## config.mk

```make
export PLATFORM = sky130hd
export DESIGN_NAME = move_to_front_colour_list_flat
export DESIGN_NICKNAME = d
export VERILOG_FILES = /design/src/hw/rtl/mtfcl_pkg.sv /design/src/hw/rtl/mtfcl_if.sv /design/src/hw/rtl/mtfcl_cell.sv /design/src/hw/rtl/move_to_front_colour_list.sv /design/src/flat_wrapper.sv
export VERILOG_INCLUDE_DIRS = /design/src /design/src/hw/rtl
export SDC_FILE = /design/constraint.sdc
export NUM_CORES = 1
export LEC_CHECK = 0
export ABC_CLOCK_PERIOD_IN_PS = 8200
export BUFFER_PORTS_ARGS = -buffer_cell sky130_fd_sc_hd__buf_2
export CAP_MARGIN = 10
export CORE_MARGIN = 3
export CORE_UTILIZATION = 55
export DETAILED_ROUTE_END_ITERATION = 10
export GPL_TIMING_DRIVEN = 0
export PLACE_DENSITY = 0.69
export SLEW_MARGIN = 20
export SYNTH_ARGS = -nofsm -noshare
export SYNTH_HDL_FRONTEND = slang
export SYNTH_HIERARCHICAL = 1
export SYNTH_SLANG_ARGS = --single-unit
```

## constraint.sdc

```tcl
create_clock -name clk -period 8.2 [get_ports clk]
set_input_delay 1.64 -clock clk [delete_from_list [all_inputs] [get_ports clk]]
set_output_delay 1.64 -clock clk [all_outputs]
set_load 0.02 [all_outputs]
```

## src/hw/rtl/assert_macros.svh

```systemverilog
// ----------------------------------------------------------------------------
// Assertion macros
// Shared concurrent assertion forms, clocked on clk and gated by rst_n.
// ----------------------------------------------------------------------------
`ifndef ASSERT_MACROS_SVH
`define ASSERT_MACROS_SVH

// Check a property at every rising edge outside reset.
`define ASSERT_CLK(label, prop, msg) \
  label: assert property (@(posedge clk) disable iff (!rst_n) (prop)) else $error(msg);

// Check that a trigger implies a condition in the next cycle.
`define ASSERT_NEXT(label, trig, cond, msg) \
  label: assert property (@(posedge clk) disable iff (!rst_n) (trig) |=> (cond)) \
    else $error(msg);

`endif

```

## src/hw/rtl/mtfcl_pkg.sv

```systemverilog
// ----------------------------------------------------------------------------
// mtfcl_pkg
// Types and constants for the move-to-front colour list.
// ----------------------------------------------------------------------------
`timescale 1ns / 1ps

package mtfcl_pkg;

  // List depth and derived widths
  localparam int MAX_ENTRIES = 16;
  localparam int IDX_W = (MAX_ENTRIES > 1) ? $clog2(MAX_ENTRIES) : 1;
  localparam int CNT_W = $clog2(MAX_ENTRIES + 1);
  localparam int POS_W = 4;
  localparam int SEL_W = (IDX_W > POS_W) ? IDX_W : POS_W;
  localparam int CMP_W = (CNT_W > POS_W) ? CNT_W : POS_W;
  localparam int OUT_CNT_W = 5;
  localparam int OUT_CNT_MAX = 31;

  typedef logic [23:0] colour_t;
  typedef logic [CNT_W-1:0] count_t;

  typedef enum logic [1:0] {
    CMD_ADD   = 2'd0,
    CMD_CLEAR = 2'd1,
    CMD_READ  = 2'd2
  } cmd_t;

  // Broadcast to every cell of the chain
  typedef struct packed {
    logic             add_en;
    colour_t          colour;
    logic [POS_W-1:0] rd_pos;
    count_t           count;
  } cell_ctrl_t;

endpackage

```

## src/hw/rtl/mtfcl_if.sv

```systemverilog
// ----------------------------------------------------------------------------
// mtfcl channel interfaces
// Valid/ready channels for commands and results of the colour list.
// ----------------------------------------------------------------------------
`timescale 1ns / 1ps

interface mtfcl_in_if;
  logic       valid;
  logic       ready;
  logic [1:0] cmd;
  logic [7:0] red;
  logic [7:0] green;
  logic [7:0] blue;
  logic [3:0] read_position;

  modport source (output valid, output cmd, output red, output green, output blue,
                  output read_position, input ready);
  modport sink (input valid, input cmd, input red, input green, input blue,
                input read_position, output ready);
endinterface

interface mtfcl_out_if;
  logic       valid;
  logic       ready;
  logic [4:0] entry_count;
  logic       hit;
  logic [7:0] out_red;
  logic [7:0] out_green;
  logic [7:0] out_blue;

  modport source (output valid, output entry_count, output hit, output out_red,
                  output out_green, output out_blue, input ready);
  modport sink (input valid, input entry_count, input hit, input out_red,
                input out_green, input out_blue, output ready);
endinterface

```

## src/hw/rtl/mtfcl_cell.sv

```systemverilog
// ----------------------------------------------------------------------------
// mtfcl_cell
// One list slot: holds a colour, matches it, shifts from its neighbor.
// ----------------------------------------------------------------------------
`timescale 1ns / 1ps

module mtfcl_cell (
  input  logic                          clk,
  input  mtfcl_pkg::cell_ctrl_t         ctrl,
  input  logic [mtfcl_pkg::IDX_W-1:0]   cell_idx,
  input  mtfcl_pkg::colour_t            prev_entry,
  input  logic                          found_in,
  output logic                          found_out,
  input  mtfcl_pkg::colour_t            rd_in,
  output mtfcl_pkg::colour_t            rd_out,
  output mtfcl_pkg::colour_t            entry,
  output logic                          match
);
  import mtfcl_pkg::*;

  colour_t entry_r;
  colour_t entry_nxt;
  logic    occupied;
  logic    rd_sel;

  // Match only slots below the count
  assign occupied  = count_t'(cell_idx) < ctrl.count;
  assign match     = occupied && (entry_r == ctrl.colour);
  assign found_out = found_in | match;

  // Fold own entry into the read chain when selected
  assign rd_sel = SEL_W'(cell_idx) == SEL_W'(ctrl.rd_pos);
  assign rd_out = rd_in | (rd_sel ? entry_r : '0);

  // Shift from the neighbor while no match lies ahead, else hold
  always_comb begin
    entry_nxt = entry_r;
    if (ctrl.add_en && !found_in) begin
      entry_nxt = prev_entry;
    end
  end

  always_ff @(posedge clk) begin
    entry_r <= entry_nxt;
  end

  assign entry = entry_r;

endmodule

```

## src/hw/rtl/move_to_front_colour_list.sv

```systemverilog
// ----------------------------------------------------------------------------
// move_to_front_colour_list
// Most-recently-used list of RGB colours built as a chain of cells.
// ----------------------------------------------------------------------------
// Channel  Dir  Payload
// in_ch    in   cmd, red, green, blue, read_position
// out_ch   out  entry_count, hit, out_red, out_green, out_blue
//
// One item per cycle while out_ch does not stall: all cells compare and shift in the accept cycle.
// The result appears in the output register in the cycle after accept.
// Reset clears the count and the output valid; slot contents need no reset.
// A new item is taken while a result waits only if that result leaves now.
// ----------------------------------------------------------------------------
`timescale 1ns / 1ps
`include "assert_macros.svh"

module move_to_front_colour_list (
  input  logic         clk,
  input  logic         rst_n,
  mtfcl_in_if.sink     in_ch,
  mtfcl_out_if.source  out_ch
);
  import mtfcl_pkg::*;

  logic        in_acc;
  cmd_t        cmd;
  colour_t     colour;
  count_t      held_count_r;
  count_t      held_count_nxt;
  cell_ctrl_t  ctrl;
  logic        found;
  logic        rd_hit;
  colour_t     rd_data;

  logic [MAX_ENTRIES:0]   found_chain;
  colour_t                rd_chain [MAX_ENTRIES+1];
  colour_t                entries [MAX_ENTRIES];
  logic [MAX_ENTRIES-1:0] match_vec;

  logic                 out_valid_r;
  logic [OUT_CNT_W-1:0] out_count_r;
  logic [OUT_CNT_W-1:0] out_count_nxt;
  logic                 out_hit_r;
  logic                 out_hit_nxt;
  colour_t              out_colour_r;
  colour_t              out_colour_nxt;

  logic                 clear_acc;
  logic                 add_new;
  count_t               count_inc;

  assign in_ch.ready = !out_valid_r || out_ch.ready;
  assign in_acc      = in_ch.valid && in_ch.ready;
  assign cmd         = cmd_t'(in_ch.cmd);
  assign colour      = {in_ch.red, in_ch.green, in_ch.blue};

  // Broadcast the command to the chain
  always_comb begin
    ctrl.add_en = in_acc && (cmd == CMD_ADD);
    ctrl.colour = colour;
    ctrl.rd_pos = in_ch.read_position;
    ctrl.count  = held_count_r;
  end

  // Chain of slots, front at index zero
  assign found_chain[0] = 1'b0;
  assign rd_chain[0]    = '0;

  for (genvar i = 0; i < MAX_ENTRIES; i++) begin : g_cell
    colour_t prev;
    if (i == 0) begin : g_front
      assign prev = colour;
    end else begin : g_rest
      assign prev = entries[i-1];
    end

    mtfcl_cell u_cell (
      .clk        (clk),
      .ctrl       (ctrl),
      .cell_idx   (IDX_W'(i)),
      .prev_entry (prev),
      .found_in   (found_chain[i]),
      .found_out  (found_chain[i+1]),
      .rd_in      (rd_chain[i]),
      .rd_out     (rd_chain[i+1]),
      .entry      (entries[i]),
      .match      (match_vec[i])
    );
  end

  assign found   = found_chain[MAX_ENTRIES];
  assign rd_data = rd_chain[MAX_ENTRIES];
  assign rd_hit  = (CMP_W'(in_ch.read_position) < CMP_W'(held_count_r)) &&
                   (int'(in_ch.read_position) < MAX_ENTRIES);

  // Update the count
  always_comb begin
    held_count_nxt = held_count_r;
    if (in_acc) begin
      case (cmd)
        CMD_ADD: begin
          if (!found && (int'(held_count_r) < MAX_ENTRIES)) begin
            held_count_nxt = held_count_r + count_t'(1);
          end
        end
        CMD_CLEAR: held_count_nxt = '0;
        default:   held_count_nxt = held_count_r;
      endcase
    end
  end

  always_ff @(posedge clk) begin
    if (!rst_n) begin
      held_count_r <= '0;
    end else begin
      held_count_r <= held_count_nxt;
    end
  end

  // Form the result
  always_comb begin
    out_hit_nxt    = 1'b0;
    out_colour_nxt = '0;
    case (cmd)
      CMD_ADD: out_hit_nxt = found;
      CMD_READ: begin
        out_hit_nxt    = rd_hit;
        out_colour_nxt = rd_hit ? rd_data : '0;
      end
      default: out_hit_nxt = 1'b0;
    endcase
    if (int'(held_count_nxt) > OUT_CNT_MAX) begin
      out_count_nxt = OUT_CNT_W'(OUT_CNT_MAX);
    end else begin
      out_count_nxt = OUT_CNT_W'(held_count_nxt);
    end
  end

  // Hold the result until taken
  always_ff @(posedge clk) begin
    if (!rst_n) begin
      out_valid_r <= 1'b0;
    end else if (in_acc) begin
      out_valid_r <= 1'b1;
    end else if (out_ch.ready) begin
      out_valid_r <= 1'b0;
    end
  end

  always_ff @(posedge clk) begin
    if (in_acc) begin
      out_count_r  <= out_count_nxt;
      out_hit_r    <= out_hit_nxt;
      out_colour_r <= out_colour_nxt;
    end
  end

  assign out_ch.valid       = out_valid_r;
  assign out_ch.entry_count = out_count_r;
  assign out_ch.hit         = out_hit_r;
  assign out_ch.out_red     = out_colour_r[23:16];
  assign out_ch.out_green   = out_colour_r[15:8];
  assign out_ch.out_blue    = out_colour_r[7:0];

  // Terms for the checks
  assign clear_acc = in_acc && (cmd == CMD_CLEAR);
  assign add_new   = ctrl.add_en && !found && (int'(held_count_r) < MAX_ENTRIES);
  assign count_inc = held_count_r + count_t'(1);

  // Checks
  `ASSERT_CLK(a_count_cap, int'(held_count_r) <= MAX_ENTRIES, "count exceeds depth")
  `ASSERT_CLK(a_no_dup, $onehot0(match_vec), "colour held in more than one slot")
  `ASSERT_NEXT(a_clear_empty, clear_acc, out_ch.entry_count == '0, "clear left entries")
  `ASSERT_NEXT(a_add_grow, add_new, held_count_r == $past(count_inc), "add did not grow list")

endmodule
```

## src/flat_wrapper.sv

```systemverilog
// flat-port wrapper written by rule: the top's interface ports become plain ports
module move_to_front_colour_list_flat import mtfcl_pkg::*;
  (clk, rst_n, in_ch_valid, in_ch_cmd, in_ch_red, in_ch_green, in_ch_blue, in_ch_read_position, in_ch_ready, out_ch_valid, out_ch_entry_count, out_ch_hit, out_ch_out_red, out_ch_out_green, out_ch_out_blue, out_ch_ready);
  mtfcl_in_if in_ch_i ();
  mtfcl_out_if out_ch_i ();
  input  logic clk;
  input  logic rst_n;
  input wire logic [$bits(in_ch_i.valid)-1:0] in_ch_valid;
  input wire logic [$bits(in_ch_i.cmd)-1:0] in_ch_cmd;
  input wire logic [$bits(in_ch_i.red)-1:0] in_ch_red;
  input wire logic [$bits(in_ch_i.green)-1:0] in_ch_green;
  input wire logic [$bits(in_ch_i.blue)-1:0] in_ch_blue;
  input wire logic [$bits(in_ch_i.read_position)-1:0] in_ch_read_position;
  output wire logic [$bits(in_ch_i.ready)-1:0] in_ch_ready;
  output wire logic [$bits(out_ch_i.valid)-1:0] out_ch_valid;
  output wire logic [$bits(out_ch_i.entry_count)-1:0] out_ch_entry_count;
  output wire logic [$bits(out_ch_i.hit)-1:0] out_ch_hit;
  output wire logic [$bits(out_ch_i.out_red)-1:0] out_ch_out_red;
  output wire logic [$bits(out_ch_i.out_green)-1:0] out_ch_out_green;
  output wire logic [$bits(out_ch_i.out_blue)-1:0] out_ch_out_blue;
  input wire logic [$bits(out_ch_i.ready)-1:0] out_ch_ready;
  assign in_ch_i.valid = in_ch_valid;
  assign in_ch_i.cmd = in_ch_cmd;
  assign in_ch_i.red = in_ch_red;
  assign in_ch_i.green = in_ch_green;
  assign in_ch_i.blue = in_ch_blue;
  assign in_ch_i.read_position = in_ch_read_position;
  assign in_ch_ready = in_ch_i.ready;
  assign out_ch_valid = out_ch_i.valid;
  assign out_ch_entry_count = out_ch_i.entry_count;
  assign out_ch_hit = out_ch_i.hit;
  assign out_ch_out_red = out_ch_i.out_red;
  assign out_ch_out_green = out_ch_i.out_green;
  assign out_ch_out_blue = out_ch_i.out_blue;
  assign out_ch_i.ready = out_ch_ready;
  move_to_front_colour_list u_core (.clk(clk), .rst_n(rst_n), .in_ch(in_ch_i), .out_ch(out_ch_i));
endmodule
```

== After elaboration in Yosys (flattened, before gate mapping) ==
Index checks and enable logic that the tools add are counted.

* Bits in registers: 420
* Input bits: 34
* Output and inout port bits: 32
* Logic and storage cells: 181

* $add $sub $neg: 1
* $lt $le $gt $ge: 18
* Equality and inequality tests: 33
* Muxes and demuxes: 22
* Bitwise gates (word level): 30
* Reduce and logical (&&, ||, !) cells: 56

{| class="wikitable"
|+ Operators by type and width
! kind !! number
|-
| equality test 24 bit || 16
|-
| 2-to-1 mux 24 bit || 16
|-
| OR 24 bit || 15
|-
| less-than comparator 4 x 5 -> 1 bit, first input constant || 8
|-
| logical AND 1 bit || 34
|-
| equality test 4 bit, first input constant || 8
|-
| less-than comparator 3 x 5 -> 1 bit, first input constant || 4
|-
| logical NOT 1 bit || 17
|-
| equality test 3 x 4 -> 1 bit, first input constant || 4
|-
| OR 1 bit || 15
|-
| less-than comparator 1 x 5 -> 1 bit, first input constant || 2
|-
| less-than comparator 2 x 5 -> 1 bit, first input constant || 2
|-
| 2-to-1 mux 5 bit || 2
|-
| one-hot mux 5 bit (2 select lines) || 1
|-
| equality test 2 x 4 -> 1 bit, first input constant || 2
|-
| adder 5 x 1 -> 5 bit, second input constant || 1
|-
| less-than comparator 4 x 5 -> 1 bit || 1
|-
| less-than comparator 5 bit, second input constant || 1
|-
| equality test 1 x 4 -> 1 bit, first input constant || 1
|-
| logical NOT 4 bit || 1
|-
| equality test 2 x 1 -> 1 bit, second input constant || 1
|-
| equality test 2 bit, second input constant || 1
|-
| logical NOT 2 bit || 1
|-
| 2-to-1 mux 1 bit || 2
|-
| 4 further kinds || 4
|}

== Longest topological paths before layout ==
* Word-level depth: 22
* Depth in mapped cells: 40
* Depth with buffers taken out: 40

== Modules after synthesis ==
The synthesis kept the hierarchy.

{| class="wikitable"
|+ By module, submodules not included
! module !! instances !! cells each !! area each (um2) !! sequential area each (um2)
|-
| mtfcl_cell || 16 || 104 || 1348.8 || 720.7
|-
| move_to_front_colour_list || 1 || 115 || 1566.5 || 1021.0
|}

== Worst setup path before layout ==
No wires, ideal clock.

* Kind: input to register
* From: input port in_ch_red[3]
* To: register u_core.out_count_r[0], in the netlist u_core/out_ch.entry_count[0] (data pin)
* Library setup time: 262 ps
* Arrival: 5181 ps
* Data required time: 7938 ps
* Path slack: 2757 ps
* Cell stages on the path: 37
* Buffers on the path: 0
* Path through: xor2_1 nor4_1 nand4_1 o31ai_1 inv_1 o31ai_1 inv_1 o31ai_1 inv_1 o31ai_1 inv_1 o31ai_1 inv_1 o31ai_1 inv_1 o31ai_1 inv_1 o31ai_1 inv_1 o31ai_1 inv_1 o31ai_1 inv_1 o31ai_1 inv_1 o31ai_1 inv_1 o31ai_1 inv_1 o31ai_1 inv_1 o31ai_1 inv_1 o31ai_1 nor2_1 and4b_1 mux2_2

* Longest elaborated chain between the ends: 22
* Elaborated cells between the ends (all ways): 52
* Classes of those cells: eq/ne: 16; mux: 3; bitwise: 15; reduce/logical: 18

{| class="wikitable"
|+ Ends and longest elaborated chain
! item !! RTL line !! RTL
|-
| start: declaration || flat_wrapper.sv:10 || <nowiki>input wire logic [$bits(in_ch_i.red)-1:0] in_ch_red;</nowiki>
|-
| equality test 24 bit || mtfcl_cell.sv:28 || <nowiki>assign match = occupied && (entry_r == ctrl.colour);</nowiki>
|-
| logical AND 1 bit || mtfcl_cell.sv:28 ||
|-
| via u_core.found_chain[1] || move_to_front_colour_list.sv:35 || <nowiki>logic [MAX_ENTRIES:0] found_chain;</nowiki>
|-
| OR 1 bit || mtfcl_cell.sv:29 || <nowiki>assign found_out = found_in | match;</nowiki>
|-
| via u_core.found_chain[2] || move_to_front_colour_list.sv:35 ||
|-
| OR 1 bit || mtfcl_cell.sv:29 ||
|-
| via u_core.found_chain[3] || move_to_front_colour_list.sv:35 ||
|-
| OR 1 bit || mtfcl_cell.sv:29 ||
|-
| via u_core.found_chain[4] || move_to_front_colour_list.sv:35 ||
|-
| [... 1 more ...] || - ||
|-
| via u_core.found_chain[5] || move_to_front_colour_list.sv:35 ||
|-
| [... 1 more ...] || - ||
|-
| via u_core.found_chain[6] || move_to_front_colour_list.sv:35 ||
|-
| [... 1 more ...] || - ||
|-
| via u_core.found_chain[7] || move_to_front_colour_list.sv:35 ||
|-
| [... 1 more ...] || - ||
|-
| via u_core.found_chain[8] || move_to_front_colour_list.sv:35 ||
|-
| [... 1 more ...] || - ||
|-
| via u_core.found_chain[9] || move_to_front_colour_list.sv:35 ||
|-
| [... 1 more ...] || - ||
|-
| via u_core.found_chain[10] || move_to_front_colour_list.sv:35 ||
|-
| [... 1 more ...] || - ||
|-
| via u_core.found_chain[11] || move_to_front_colour_list.sv:35 ||
|-
| [... 1 more ...] || - ||
|-
| via u_core.found_chain[12] || move_to_front_colour_list.sv:35 ||
|-
| [... 1 more ...] || - ||
|-
| via u_core.found_chain[13] || move_to_front_colour_list.sv:35 ||
|-
| [... 1 more ...] || - ||
|-
| via u_core.found_chain[14] || move_to_front_colour_list.sv:35 ||
|-
| [... 1 more ...] || - ||
|-
| via u_core.found_chain[15] || move_to_front_colour_list.sv:35 ||
|-
| OR 1 bit || mtfcl_cell.sv:29 ||
|-
| via u_core.found || move_to_front_colour_list.sv:31 || <nowiki>logic found;</nowiki>
|-
| logical NOT 1 bit || move_to_front_colour_list.sv:102 || <nowiki>if (!found && (int'(held_count_r) < MAX_ENTRIES)) begin</nowiki>
|-
| logical AND 1 bit || move_to_front_colour_list.sv:102 ||
|-
| 2-to-1 mux 5 bit || move_to_front_colour_list.sv:102 ||
|-
| one-hot mux 5 bit (2 select lines) || move_to_front_colour_list.sv:100 || <nowiki>case (cmd)</nowiki>
|-
| 2-to-1 mux 5 bit || move_to_front_colour_list.sv:99 || <nowiki>if (in_acc) begin</nowiki>
|-
| via u_core.held_count_nxt[0] || move_to_front_colour_list.sv:29 || <nowiki>count_t held_count_nxt;</nowiki>
|-
| end signal: assignment || move_to_front_colour_list.sv:152 || <nowiki>out_count_r <= out_count_nxt;</nowiki>
|-
| end: declaration || move_to_front_colour_list.sv:41 || <nowiki>logic [OUT_CNT_W-1:0] out_count_r;</nowiki>
|}

The timed path passes the listed nets, and every way through them passes these cells.
A chain may end at the register's enable or synchronous reset.

== Final worst setup path ==
* From: input port in_ch_blue[2]
* To: register u_core.held_count_r[0]

* Longest elaborated chain between the ends: 22
* Elaborated cells between the ends (all ways): 52
* Classes of those cells: eq/ne: 16; mux: 3; bitwise: 15; reduce/logical: 18

{| class="wikitable"
|+ Ends and longest elaborated chain
! item !! RTL line !! RTL
|-
| start: declaration || flat_wrapper.sv:12 || <nowiki>input wire logic [$bits(in_ch_i.blue)-1:0] in_ch_blue;</nowiki>
|-
| equality test 24 bit || mtfcl_cell.sv:28 ||
|-
| logical AND 1 bit || mtfcl_cell.sv:28 ||
|-
| via u_core.found_chain[1] || move_to_front_colour_list.sv:35 ||
|-
| OR 1 bit || mtfcl_cell.sv:29 ||
|-
| via u_core.found_chain[2] || move_to_front_colour_list.sv:35 ||
|-
| OR 1 bit || mtfcl_cell.sv:29 ||
|-
| via u_core.found_chain[3] || move_to_front_colour_list.sv:35 ||
|-
| OR 1 bit || mtfcl_cell.sv:29 ||
|-
| via u_core.found_chain[4] || move_to_front_colour_list.sv:35 ||
|-
| [... 1 more ...] || - ||
|-
| via u_core.found_chain[5] || move_to_front_colour_list.sv:35 ||
|-
| [... 1 more ...] || - ||
|-
| via u_core.found_chain[6] || move_to_front_colour_list.sv:35 ||
|-
| [... 1 more ...] || - ||
|-
| via u_core.found_chain[7] || move_to_front_colour_list.sv:35 ||
|-
| [... 1 more ...] || - ||
|-
| via u_core.found_chain[8] || move_to_front_colour_list.sv:35 ||
|-
| [... 1 more ...] || - ||
|-
| via u_core.found_chain[9] || move_to_front_colour_list.sv:35 ||
|-
| [... 1 more ...] || - ||
|-
| via u_core.found_chain[10] || move_to_front_colour_list.sv:35 ||
|-
| [... 1 more ...] || - ||
|-
| via u_core.found_chain[11] || move_to_front_colour_list.sv:35 ||
|-
| [... 1 more ...] || - ||
|-
| via u_core.found_chain[12] || move_to_front_colour_list.sv:35 ||
|-
| [... 1 more ...] || - ||
|-
| via u_core.found_chain[13] || move_to_front_colour_list.sv:35 ||
|-
| [... 1 more ...] || - ||
|-
| via u_core.found_chain[14] || move_to_front_colour_list.sv:35 ||
|-
| [... 1 more ...] || - ||
|-
| via u_core.found_chain[15] || move_to_front_colour_list.sv:35 ||
|-
| OR 1 bit || mtfcl_cell.sv:29 ||
|-
| via u_core.found || move_to_front_colour_list.sv:31 ||
|-
| logical NOT 1 bit || move_to_front_colour_list.sv:102 ||
|-
| logical AND 1 bit || move_to_front_colour_list.sv:102 ||
|-
| 2-to-1 mux 5 bit || move_to_front_colour_list.sv:102 ||
|-
| one-hot mux 5 bit (2 select lines) || move_to_front_colour_list.sv:100 ||
|-
| 2-to-1 mux 5 bit || move_to_front_colour_list.sv:99 ||
|-
| via u_core.held_count_nxt[0] || move_to_front_colour_list.sv:29 ||
|-
| end signal: assignment || move_to_front_colour_list.sv:116 || <nowiki>held_count_r <= held_count_nxt;</nowiki>
|-
| end: declaration || move_to_front_colour_list.sv:28 || <nowiki>count_t held_count_r;</nowiki>
|}

The timed path passes the listed nets, and every way through them passes these cells.

==> metrics <==
status finished clean; commonest non-fill, non-tap cell in the layout xor2_1; max_cap viols 0; Least-Margin Pin Slew 808 ps; Total Wirelength 48000 um; post-route minimum period 6740 ps; ANT cells 0; global-route wire length before repair 75300 um; FF-to-FF path depth 40; Antenna Violating Nets Remaining 0; Starting Density 0.561; Final setup viols 0; RSZ-0062 raised after global routing false; Remaining DRCs 0; Hold Crit Depth 0; commonest non-fill, non-tap cells in the layout xor2_1 (448), edfxtp_1 (414), a21o_1 (320), conb_1 (154), inv_1 (84); grt total ovfl 0; highest clock rate 148 MHz; setup ws final 1460 ps; FF-to-FF End u_core/held_count_r[0]$_SDFF_PN0_; P&R area growth vs syn 13.2%; placed cell count 2528; Hold Buf Count CTS 0; Slew headroom 0.460; CP Data Arrival Time 7180 ps; dpl ws 980 ps; Worst-Skew Late Latency 550 ps; Slew Limit Fails 0; slowest stage delay, CP 480 ps; post-route insts no fill 2599; PD cells 185 mW/mm^2; Leak Pwr 10.8 nW; crit path launch in_ch_blue[2]; Fin Setup TNS 0 ps; vias per inst 5.27; Critical Path End u_core/held_count_r[0]$_SDFF_PN0_; Post CTS Setup Buffer Count 0; syn_area_per_cell 13.1 sq um; clock buffer depth 3; CP Class in2reg; share of layout cells above drive strength 1 0.131; crit-path max FO 17; Synth Warn # 6; CP Data Required Time 8640 ps; chip height 211 um; hold slack final 488 ps; r2r setup slk 2310 ps; count of endpoints failing hold in the final timing report 0; die width 211 um; clock sink count 420; antenna violations before repair 0; routed len/inst 18.5 um; Setup Skew 13.6 ps; reg2reg start u_core/held_count_r[2]$_SDFF_PN0_; via count 13700; crit path max-delay cell type nor4_1; crit path capture type flop; Die ar. 0.0444 sq mm; pin count of the biggest net entering global routing 31; Reg clk slew, reported paths 60 ps; dpl hpwl 37500 um; DRT Pass-1 Iters 5; HP Class reg2reg; period utilization 0.821; post-synthesis cell area 0.0231 sq mm; VDD IR max 0.177 mV; Worst Setup Start Kind input port; Final #Nets 2128; Port Buffers 65; CTS tree yes; cts bufs inserted 44; Root Buffer clkbuf_16; Crit path top cell by count o31ai_1; num ports 66; number of global-route vias before repair 14200; gate count after technology mapping 1763; CTS resizes 0; row count 74; Final GP Congestion 0.815; H-tree depth 2; total global routing track utilization 0.216; core area 0.0411 sq mm; Initial DRC Count 740
worst min path at each step:
stage,to,start,slack (ps)
2_1_floorplan,u_core/g_cell[10].u_cell/entry[23]$_DFFE_PP_,u_core/g_cell[9].u_cell/entry[23]$_DFFE_PP_,470
3_3_place_gp,u_core/g_cell[5].u_cell/entry[20]$_DFFE_PP_,u_core/g_cell[4].u_cell/entry[20]$_DFFE_PP_,480
3_5_place_dp,u_core/g_cell[7].u_cell/entry[4]$_DFFE_PP_,u_core/g_cell[6].u_cell/entry[4]$_DFFE_PP_,480
4_1_cts,u_core/g_cell[5].u_cell/entry[7]$_DFFE_PP_,u_core/g_cell[4].u_cell/entry[7]$_DFFE_PP_,490
5_1_grt,u_core/g_cell[7].u_cell/entry[16]$_DFFE_PP_,u_core/g_cell[6].u_cell/entry[16]$_DFFE_PP_,490
6_report,u_core/g_cell[5].u_cell/entry[7]$_DFFE_PP_,u_core/g_cell[4].u_cell/entry[7]$_DFFE_PP_,490
flip-flops by register name, indices dropped and copies added, names as in the netlist:
name,flops
u_core/out_colour_r,24
u_core/g_cell.u_cell/entry,384
u_core/out_ch.entry_count,5
u_core/out_ch.hit,1
u_core/out_ch.valid,1
u_core/held_count_r,5
through the flow:
step,utilization,cell area (sq um),power [mW]
floorplan,-,23600,2.87
global placement,0.599,24600,3.03
detailed placement,0.604,24900,3.05
CTS,0.635,26100,4.86
global route,0.635,26100,5.00
finish,0.635,26100,4.82
per-layer routing:
layer / vias to the layer above / track usage / share of wire
li1: 6899 / - / -
met1: 6485 / 0.251 / 0.41
met2: 218 / 0.403 / 0.52
met3: 97 / 0.0241 / 0.027
met4: 0 / 0.0926 / 0.044
met5: - / 0 / 0
critical path: cells and delay by family:
family,cells,cell delay (ps)
AOI/OAI and AO/OA,16,2090
xor gates and xnor gates,1,150
buffers and inverters,16,1660
muxes,1,270
and+or+nand+nor,5,1320
where the power goes:
| group | internal (mW) | leakage, nW | switching [mW] | total (mW) |
|---|---|---|---|---|
| logic | 0.266 | 6.32 | 0.340 | 0.606 |
| registers | 2.38 | 3.84 | 0.0252 | 2.41 |
| clock network | 1.03 | 0.611 | 0.782 | 1.81 |
area by class of cell:
cell class	instances	area [sq um]
repair buffers	81	505
fillers	3075	15000
clock buffers	58	1170
flip-flops and latches	420	12600
plain buffers	38	383
clock inverters	13	83.8
well taps	532	666
inverters	85	319
multi-input cells	1372	10400
No activity file was read; power rests on OpenSTA's default activity.
